File: src/design/rlfw_pkg.sv
// Package for the recursive lock with FIFO waiters.
// Holds the request and response beat types, status codes and FSM states.
// No dependencies; imported by every module of the block.
package rlfw_pkg;

    localparam int ID_W     = 6;
    localparam int STATUS_W = 4;
    localparam int COUNT_W  = 8;
    localparam int MAP_W    = 1 << ID_W;

    localparam logic CMD_ACQUIRE = 1'b0;
    localparam logic CMD_RELEASE = 1'b1;

    typedef enum logic [STATUS_W-1:0] {
        STAT_GRANTED     = 4'd0,
        STAT_QUEUED      = 4'd1,
        STAT_DECREMENTED = 4'd2,
        STAT_FREED       = 4'd3,
        STAT_HANDOFF     = 4'd4,
        STAT_NOT_HOLDER  = 4'd5,
        STAT_ALREADY     = 4'd6,
        STAT_QUEUE_FULL  = 4'd7,
        STAT_OVERFLOW    = 4'd8
    } status_t;

    typedef enum logic {
        FSM_IDLE = 1'b0,
        FSM_EXEC = 1'b1
    } fsm_t;

    typedef struct packed {
        logic            command;
        logic [ID_W-1:0] thread_id;
    } req_t;

    typedef struct packed {
        logic [STATUS_W-1:0] status;
        logic                woken_valid;
        logic [ID_W-1:0]     woken_thread;
        logic [COUNT_W-1:0]  count_now;
    } rsp_t;

endpackage

File: src/design/rlfw_qmem.sv
// Wait-queue storage: one write port and one read port, read data registered.
// Depends on rlfw_pkg for the thread id width.
module rlfw_qmem
    import rlfw_pkg::*;
#(
    parameter int DEPTH  = 16,
    parameter int ADDR_W = 4
)
(
    input  logic              clk,
    input  logic              wr_en,
    input  logic [ADDR_W-1:0] wr_addr,
    input  logic [ID_W-1:0]   wr_data,
    input  logic              rd_en,
    input  logic [ADDR_W-1:0] rd_addr,
    output logic [ID_W-1:0]   rd_data
);

    logic [ID_W-1:0] mem [DEPTH];
    logic [ID_W-1:0] rd_data_reg;

    always_ff @(posedge clk)
    begin
        if (wr_en)
        begin
            mem[wr_addr] <= wr_data;
        end
    end

    // The read data holds until the next read so a stalled request keeps it.
    always_ff @(posedge clk)
    begin
        if (rd_en)
        begin
            rd_data_reg <= mem[rd_addr];
        end
    end

    assign rd_data = rd_data_reg;

endmodule

File: src/design/recursive_lock_with_fifo_waiters_top.sv
// Recursive lock with a FIFO queue of waiting threads; top level.
// Flow: an accepted request is registered, executed in the EXEC state and its response registered;
// no new request is taken until that response is written, and EXEC waits while a full response is stalled.
// Reset (rst_n low, asynchronous): lock free, count zero, queue empty, no waiters.
// The queue memory itself is not cleared; the fill count guards every use of the head entry.
module recursive_lock_with_fifo_waiters_top
    import rlfw_pkg::*;
#(
    parameter int QUEUE_DEPTH = 16,
    parameter int COUNT_MAX   = 255
)
(
    input  logic clk,
    input  logic rst_n,
    input  logic req_valid,
    output logic req_stall,
    input  req_t req,
    output logic rsp_valid,
    input  logic rsp_stall,
    output rsp_t rsp
);

    localparam int QA_W  = (QUEUE_DEPTH > 1) ? $clog2(QUEUE_DEPTH) : 1;
    localparam int FILL_W = $clog2(QUEUE_DEPTH + 1);
    localparam int CNT_W = $clog2(COUNT_MAX + 1);

    localparam logic [QA_W-1:0]   LAST_SLOT = QA_W'(QUEUE_DEPTH - 1);
    localparam logic [FILL_W-1:0] FILL_FULL = FILL_W'(QUEUE_DEPTH);
    localparam logic [CNT_W-1:0]  CNT_MAX   = CNT_W'(COUNT_MAX);
    localparam logic [CNT_W-1:0]  CNT_ONE   = CNT_W'(1);

    // Control state.
    fsm_t              state_reg, state_next;
    logic              held_reg, held_next;
    logic [ID_W-1:0]   owner_reg, owner_next;
    logic [CNT_W-1:0]  count_reg, count_next;
    logic [QA_W-1:0]   head_reg, head_next;
    logic [QA_W-1:0]   tail_reg, tail_next;
    logic [FILL_W-1:0] fill_reg, fill_next;
    logic [MAP_W-1:0]  wait_map_reg, wait_map_next;
    logic              rsp_valid_reg, rsp_valid_next;

    // Payload registers.
    req_t              req_reg;
    rsp_t              rsp_reg, rsp_next;

    // Handshake and memory controls.
    logic              in_fire;
    logic              out_free;
    logic              exec_fire;
    logic              q_wr_en;
    logic [ID_W-1:0]   q_head_id;
    logic [CNT_W+COUNT_W-1:0] count_ext;
    status_t           status;

    // The head entry is read on every accepted request; it is only used when
    // a final release hands the lock over, and the fill count guards it then.
    rlfw_qmem #(
        .DEPTH  (QUEUE_DEPTH),
        .ADDR_W (QA_W)
    ) u_qmem (
        .clk     (clk),
        .wr_en   (q_wr_en),
        .wr_addr (tail_reg),
        .wr_data (req_reg.thread_id),
        .rd_en   (in_fire),
        .rd_addr (head_reg),
        .rd_data (q_head_id)
    );

    // Next state of the sequencer.
    always_comb
    begin
        state_next = state_reg;
        case (state_reg)
            FSM_IDLE:
            begin
                if (req_valid)
                begin
                    state_next = FSM_EXEC;
                end
            end
            FSM_EXEC:
            begin
                if (out_free)
                begin
                    state_next = FSM_IDLE;
                end
            end
            default:
            begin
                state_next = FSM_IDLE;
            end
        endcase
    end

    // Sequencer outputs. A request is taken only in the idle state, so the
    // queue write of one request always lands before the head read of the next.
    always_comb
    begin
        out_free  = !rsp_valid_reg || !rsp_stall;
        req_stall = 1'b1;
        exec_fire = 1'b0;
        case (state_reg)
            FSM_IDLE:
            begin
                req_stall = 1'b0;
            end
            FSM_EXEC:
            begin
                exec_fire = out_free;
            end
            default:
            begin
                req_stall = 1'b1;
            end
        endcase
        in_fire = req_valid && !req_stall;
    end

    // Lock update for the request held in req_reg.
    always_comb
    begin
        held_next     = held_reg;
        owner_next    = owner_reg;
        count_next    = count_reg;
        head_next     = head_reg;
        tail_next     = tail_reg;
        fill_next     = fill_reg;
        wait_map_next = wait_map_reg;
        q_wr_en       = 1'b0;
        status        = STAT_GRANTED;
        rsp_next      = '0;

        if (req_reg.command == CMD_ACQUIRE)
        begin
            if (!held_reg)
            begin
                held_next  = 1'b1;
                owner_next = req_reg.thread_id;
                count_next = CNT_ONE;
                status     = STAT_GRANTED;
            end
            else if (owner_reg == req_reg.thread_id)
            begin
                if (count_reg >= CNT_MAX)
                begin
                    status = STAT_OVERFLOW;
                end
                else
                begin
                    count_next = count_reg + CNT_ONE;
                    status     = STAT_GRANTED;
                end
            end
            else if (wait_map_reg[req_reg.thread_id])
            begin
                status = STAT_ALREADY;
            end
            else if (fill_reg >= FILL_FULL)
            begin
                status = STAT_QUEUE_FULL;
            end
            else
            begin
                q_wr_en   = exec_fire;
                tail_next = (tail_reg == LAST_SLOT) ? '0 : tail_reg + QA_W'(1);
                fill_next = fill_reg + FILL_W'(1);
                wait_map_next[req_reg.thread_id] = 1'b1;
                status    = STAT_QUEUED;
            end
        end
        else
        begin
            if (!held_reg || owner_reg != req_reg.thread_id)
            begin
                status = STAT_NOT_HOLDER;
            end
            else if (count_reg > CNT_ONE)
            begin
                count_next = count_reg - CNT_ONE;
                status     = STAT_DECREMENTED;
            end
            else if (fill_reg != '0)
            begin
                // Final release with waiters: the oldest waiter takes the lock.
                head_next  = (head_reg == LAST_SLOT) ? '0 : head_reg + QA_W'(1);
                fill_next  = fill_reg - FILL_W'(1);
                wait_map_next[q_head_id] = 1'b0;
                owner_next = q_head_id;
                count_next = CNT_ONE;
                status     = STAT_HANDOFF;
                rsp_next.woken_valid  = 1'b1;
                rsp_next.woken_thread = q_head_id;
            end
            else
            begin
                held_next  = 1'b0;
                owner_next = '0;
                count_next = '0;
                status     = STAT_FREED;
            end
        end

        count_ext          = {{COUNT_W{1'b0}}, count_next};
        rsp_next.status    = status;
        rsp_next.count_now = count_ext[COUNT_W-1:0];
    end

    // The response register parts the two sides; it empties when taken.
    always_comb
    begin
        rsp_valid_next = rsp_valid_reg;
        if (exec_fire)
        begin
            rsp_valid_next = 1'b1;
        end
        else if (!rsp_stall)
        begin
            rsp_valid_next = 1'b0;
        end
    end

    always_ff @(posedge clk or negedge rst_n)
    begin
        if (!rst_n)
        begin
            state_reg     <= FSM_IDLE;
            held_reg      <= 1'b0;
            owner_reg     <= '0;
            count_reg     <= '0;
            head_reg      <= '0;
            tail_reg      <= '0;
            fill_reg      <= '0;
            wait_map_reg  <= '0;
            rsp_valid_reg <= 1'b0;
        end
        else
        begin
            state_reg     <= state_next;
            rsp_valid_reg <= rsp_valid_next;
            if (exec_fire)
            begin
                held_reg     <= held_next;
                owner_reg    <= owner_next;
                count_reg    <= count_next;
                head_reg     <= head_next;
                tail_reg     <= tail_next;
                fill_reg     <= fill_next;
                wait_map_reg <= wait_map_next;
            end
        end
    end

    always_ff @(posedge clk)
    begin
        if (in_fire)
        begin
            req_reg <= req;
        end
        if (exec_fire)
        begin
            rsp_reg <= rsp_next;
        end
    end

    assign rsp_valid = rsp_valid_reg;
    assign rsp       = rsp_reg;

    // The queue never holds more waiters than it has slots.
    assert property (@(posedge clk) disable iff (!rst_n)
        fill_reg <= FILL_FULL)
        else $error("wait queue fill exceeds depth");

    // Every queued thread has exactly one bit in the waiting map.
    assert property (@(posedge clk) disable iff (!rst_n)
        $countones(wait_map_reg) == int'(fill_reg))
        else $error("waiting map out of step with queue fill");

    // A free lock has no recursion count and no waiters.
    assert property (@(posedge clk) disable iff (!rst_n)
        !held_reg |-> (count_reg == '0 && fill_reg == '0))
        else $error("free lock with count or waiters");

    // A held lock always carries a count of at least one.
    assert property (@(posedge clk) disable iff (!rst_n)
        held_reg |-> count_reg != '0)
        else $error("held lock with zero count");

    // An accepted request puts the sequencer into the execute state in the following cycle.
    assert property (@(posedge clk) disable iff (!rst_n)
        in_fire |=> state_reg == FSM_EXEC)
        else $error("accepted request not processed");

endmodule

File: config.mk
export PLATFORM = sky130hd
export DESIGN_NAME = recursive_lock_with_fifo_waiters_top
export DESIGN_NICKNAME = d
export VERILOG_FILES = /design/src/design/rlfw_pkg.sv /design/src/design/rlfw_qmem.sv /design/src/design/recursive_lock_with_fifo_waiters_top.sv
export SDC_FILE = /design/constraint.sdc
export NUM_CORES = 1
export LEC_CHECK = 0
export ABC_CLOCK_PERIOD_IN_PS = 3450
export BUFFER_PORTS_ARGS = -buffer_cell sky130_fd_sc_hd__buf_2
export CAP_MARGIN = 20
export CORE_ASPECT_RATIO = 0.75
export CORE_MARGIN = 4
export CORE_UTILIZATION = 30
export DETAILED_ROUTE_END_ITERATION = 16
export MAX_ROUTING_LAYER = met4
export PLACE_DENSITY = 0.49
export SKIP_CTS_REPAIR_TIMING = 1
export SLEW_MARGIN = 10
export SYNTH_ARGS = -nofsm -noshare
export SYNTH_HDL_FRONTEND = slang
export SYNTH_SLANG_ARGS = --single-unit
export TNS_END_PERCENT = 5
File: constraint.sdc
create_clock -name clk -period 3.45 [get_ports clk]
set_clock_uncertainty 0.2 [all_clocks]
set_input_delay 0.345 -clock clk [delete_from_list [all_inputs] [get_ports clk]]
set_output_delay 0.345 -clock clk [all_outputs]
set_load 0.02 [all_outputs]
==> flow_summary.toml <==
[status]
status = "finished, final reports clean"

[power]
seqPwrFrac = 0.441
ir_drop_mv = 0.468
power_frac_clock = 0.289
p_leak_nw = 4.64
p_per_area_nw_per_um2 = 694
switchingPower_mw = 2.87
total_power_mw = 8.54
p_comb_frac = 0.270
p_int_mw = 5.67
swShare = 0.336

[logic_synthesis]
synthCells = 860
async_flop_share = 0.423
yosysTopAreaCellShare = 0.368
synth_edf_count = 128
syn_area_sq_um = 10500
synth_xor_area_frac = 0.0134
yosys.area_share.simple = 0.126
synth_seq_area_share = 0.593
synthDistinctLibCells = 64
ys_ff_latch = 222
synthTopCellsByArea = "edfxtp_1 37%, dfrtp_1 23%, mux4_2 5.2%"
synthMuxAreaShare = 0.0938
synth_top_area_cell = "edfxtp_1"
synth_top_family_by_area = "compound AO/OA/AOI/OAI gates"
synth_compound_area_frac = 0.133
syn_nets = 883
avgSynthCellArea_sq_um = 12.2
synthAdderAreaFrac = 0.0151
synth_warnings = 0
synth_flop_cell = "edfxtp_1"

[setup_path]
critPathLaunchType = "flop"
crit_fanout = 14
crit_required_ns = 3.49
crit_buf_inv = 3
max_stage_delay_ns = 0.51
critPathLaunch = "req_reg[0]$_DFFE_PP_"
critPathKind = "flop to flop"
crit_top_cell = "buf_12"
crit_chain = "buf_12 -> mux4_2 -> mux2_2 -> a22oi_1 -> o2111ai_2 -> nor3_4 -> buf_4 -> buf_12 -> and4b_2"
arrival_ns = 3.33
cpMaxStageDelayCell = "mux4_2"
timing.rr.start = "req_reg[0]$_DFFE_PP_"
worst_setup_path_end_kind = "flop"
crit_family = "multiplexers"

[floorplanning]
die_x_um = 224
core_area_sq_um = 34000
die_y_um = 170
start_util = 0.308
num_rows = 58
ios = 32
dieArea_sq_um = 37900

[cts]
cts_tree = "done"
cts_buffer_depth = 3
clock_sinks = 222
root_buffer = "clkbuf_16"
worst_skew_pair.late_latency_ns = 0.55
h-tree-depth = 1
cts_buffers = 24
clk_pin_slew_ns = 0.06

[global_route]
antenna_found_initial = 0
grt_max_degree = 57
gr-total-overflow = 0
globalRouteTotalUtil = 0.165
grt_pass1_wl_um = 47000
grt_pass1_vias = 7309

[drt]
dr_total_vias = 7466
wl_um = 30300
drtAntennaViolNets = 0
drc_errors = 0
initialDrtViolationCount = 886
via_per_inst = 5.36
wire_per_inst_um = 21.8
firstDrtPassIters = 5

[layout]
largest_reg_flops = 96
post-route-util = 0.363
n_fill_cell = 3324
areaGrowthSynthToFinish_pct = 17.9
regArea_sq_um = 6200
layout-drive-gt1-share = 0.192
multi_input_area_sq_um = 4020
antenna_cells = 0
fin_cells = 1394
final_nets = 949
design_area_sq_um = 12300

[sta]
hold_violations = 0
timing.final.crit_period_ns = 3.29
setup_ws_ns = 0.156
period_share = 0.955
tns_ns = 0
holdWs_ns = 0.233
report.final.slew_viol_count = 0
slew-limit-headroom = 0.404
rsz0062_at_grt = "no"
max_freq_mhz = 304
worstMarginPinSlew_ns = 0.891
setup_viol = 0

[job]
cap_viol_max_count = 0

[placed_design]
port_buffers = 31
dp_hpwl_um = 21000
place_area_sq_um = 11400
dp_slack_ns = 0.00223
gp_congestion = 0.880
dp.cells = 1338

[hold_path]
hp-class = "input pin to asynchronous set/reset pin"
[layout by cell type (no fill, tap or decap), types with 11 or more instances in the layout]
| cell | instances |
|---|---|
| edfxtp_1 | 128 |
| dfrtp_1 | 93 |
| nor2_1 | 63 |
| nand2_1 | 61 |
| o21ai_0 | 57 |
| a21oi_1 | 54 |
| buf_4 | 44 |
| a31oi_1 | 36 |
| buf_2 | 30 |
| mux2i_1 | 26 |
| mux4_2 | 24 |
| clkbuf_16 | 24 |
| nor3_1 | 19 |
| and3_1 | 18 |
| nand3_1 | 18 |
| mux2_2 | 16 |
| o31ai_1 | 13 |
| inv_1 | 12 |
| ha_1 | 11 |
[per-layer routing]
layer  share of wire  track usage  up-vias  wire length, um
li1                -            -     3436                -
met1            0.50        0.257     3688            15300
met2            0.39        0.208      304            11800
met3           0.090       0.0479       38             2740
met4           0.017       0.0329        0              518
met5               0            -        -                0
[cell families (layout without fill, tap and decap cells)]
family / after synthesis / after routing
fa+ha+maj: 12 / 12
simple gates: 252 / 252
mux: 66 / 66
xor+xnor: 16 / 16
buf+inv: 66 / 150
compound gates: 226 / 226
flops: 222 / 222
[synthesized netlist by cell type, types with 3 or more instances]
cell type and number:
nor3b_1 4, and3b_1 3, nor2b_1 7, and4b_1 4
nor3_1 19, a22oi_1 9, nand3_1 18, a21oi_1 54
o21ai_0 57, a32o_1 5, xnor2_1 9, nand2b_1 5
mux4_2 24, ha_1 11, nand2_1 61, and4_1 4
mux2_2 16, or2_2 5, nor2_1 64, buf_2 9
and2_1 11, o31ai_1 13, and3_1 18, inv_1 12
or4_1 4, a31oi_1 36, a221oi_1 7, clkbuf_1 37
edfxtp_1 128, o22ai_1 4, o211ai_1 4, mux2i_1 26
buf_1 3, a22o_1 8, nand4_1 5, o21ai_1 10
nor4_1 6, dfrtp_1 94, and4bb_2 3, xor2_1 7
a21o_1 6
[final cells by class]
| cell class | count | area share |
|---|---|---|
| sequential | 222 | 0.503 |
| multi-input combinational | 572 | 0.326 |
| timing repair buffer | 92 | 0.0594 |
| clock buffer | 36 | 0.0557 |
| tap | 450 | 0.0457 |
| clock inverter | 8 | 0.00579 |
| inverter | 14 | 0.00427 |
[power groups by stage]
stage | registers [mW] | clock network, mW | logic, mW
after floorplan | 3.74 | 0 | 1.48
after CTS | 3.76 | 2.54 | 2.29
final | 3.77 | 2.47 | 2.31
after global placement | 3.80 | 0 | 2.27
after detailed placement | 3.80 | 0 | 2.28
after global routing | 3.82 | 2.67 | 2.54
[final timing paths]
kind                                           endpoint  slack, ns  cells after the start
setup / recovery            u_qmem.mem[11][0]$_DFFE_PP_       0.16                      9
hold / removal             wait_map_reg[19]$_DFFE_PN0P_       0.23                      2
setup reg to reg            u_qmem.mem[11][0]$_DFFE_PP_       0.16                      9
hold reg to reg            wait_map_reg[11]$_DFFE_PN0P_       0.30                      1
max in group asynchronous          held_reg$_DFFE_PN0P_       2.09                      3
min in group clk                   req_reg[6]$_DFFE_PP_       0.30                      2
Power figures use the tool's default switching activity.
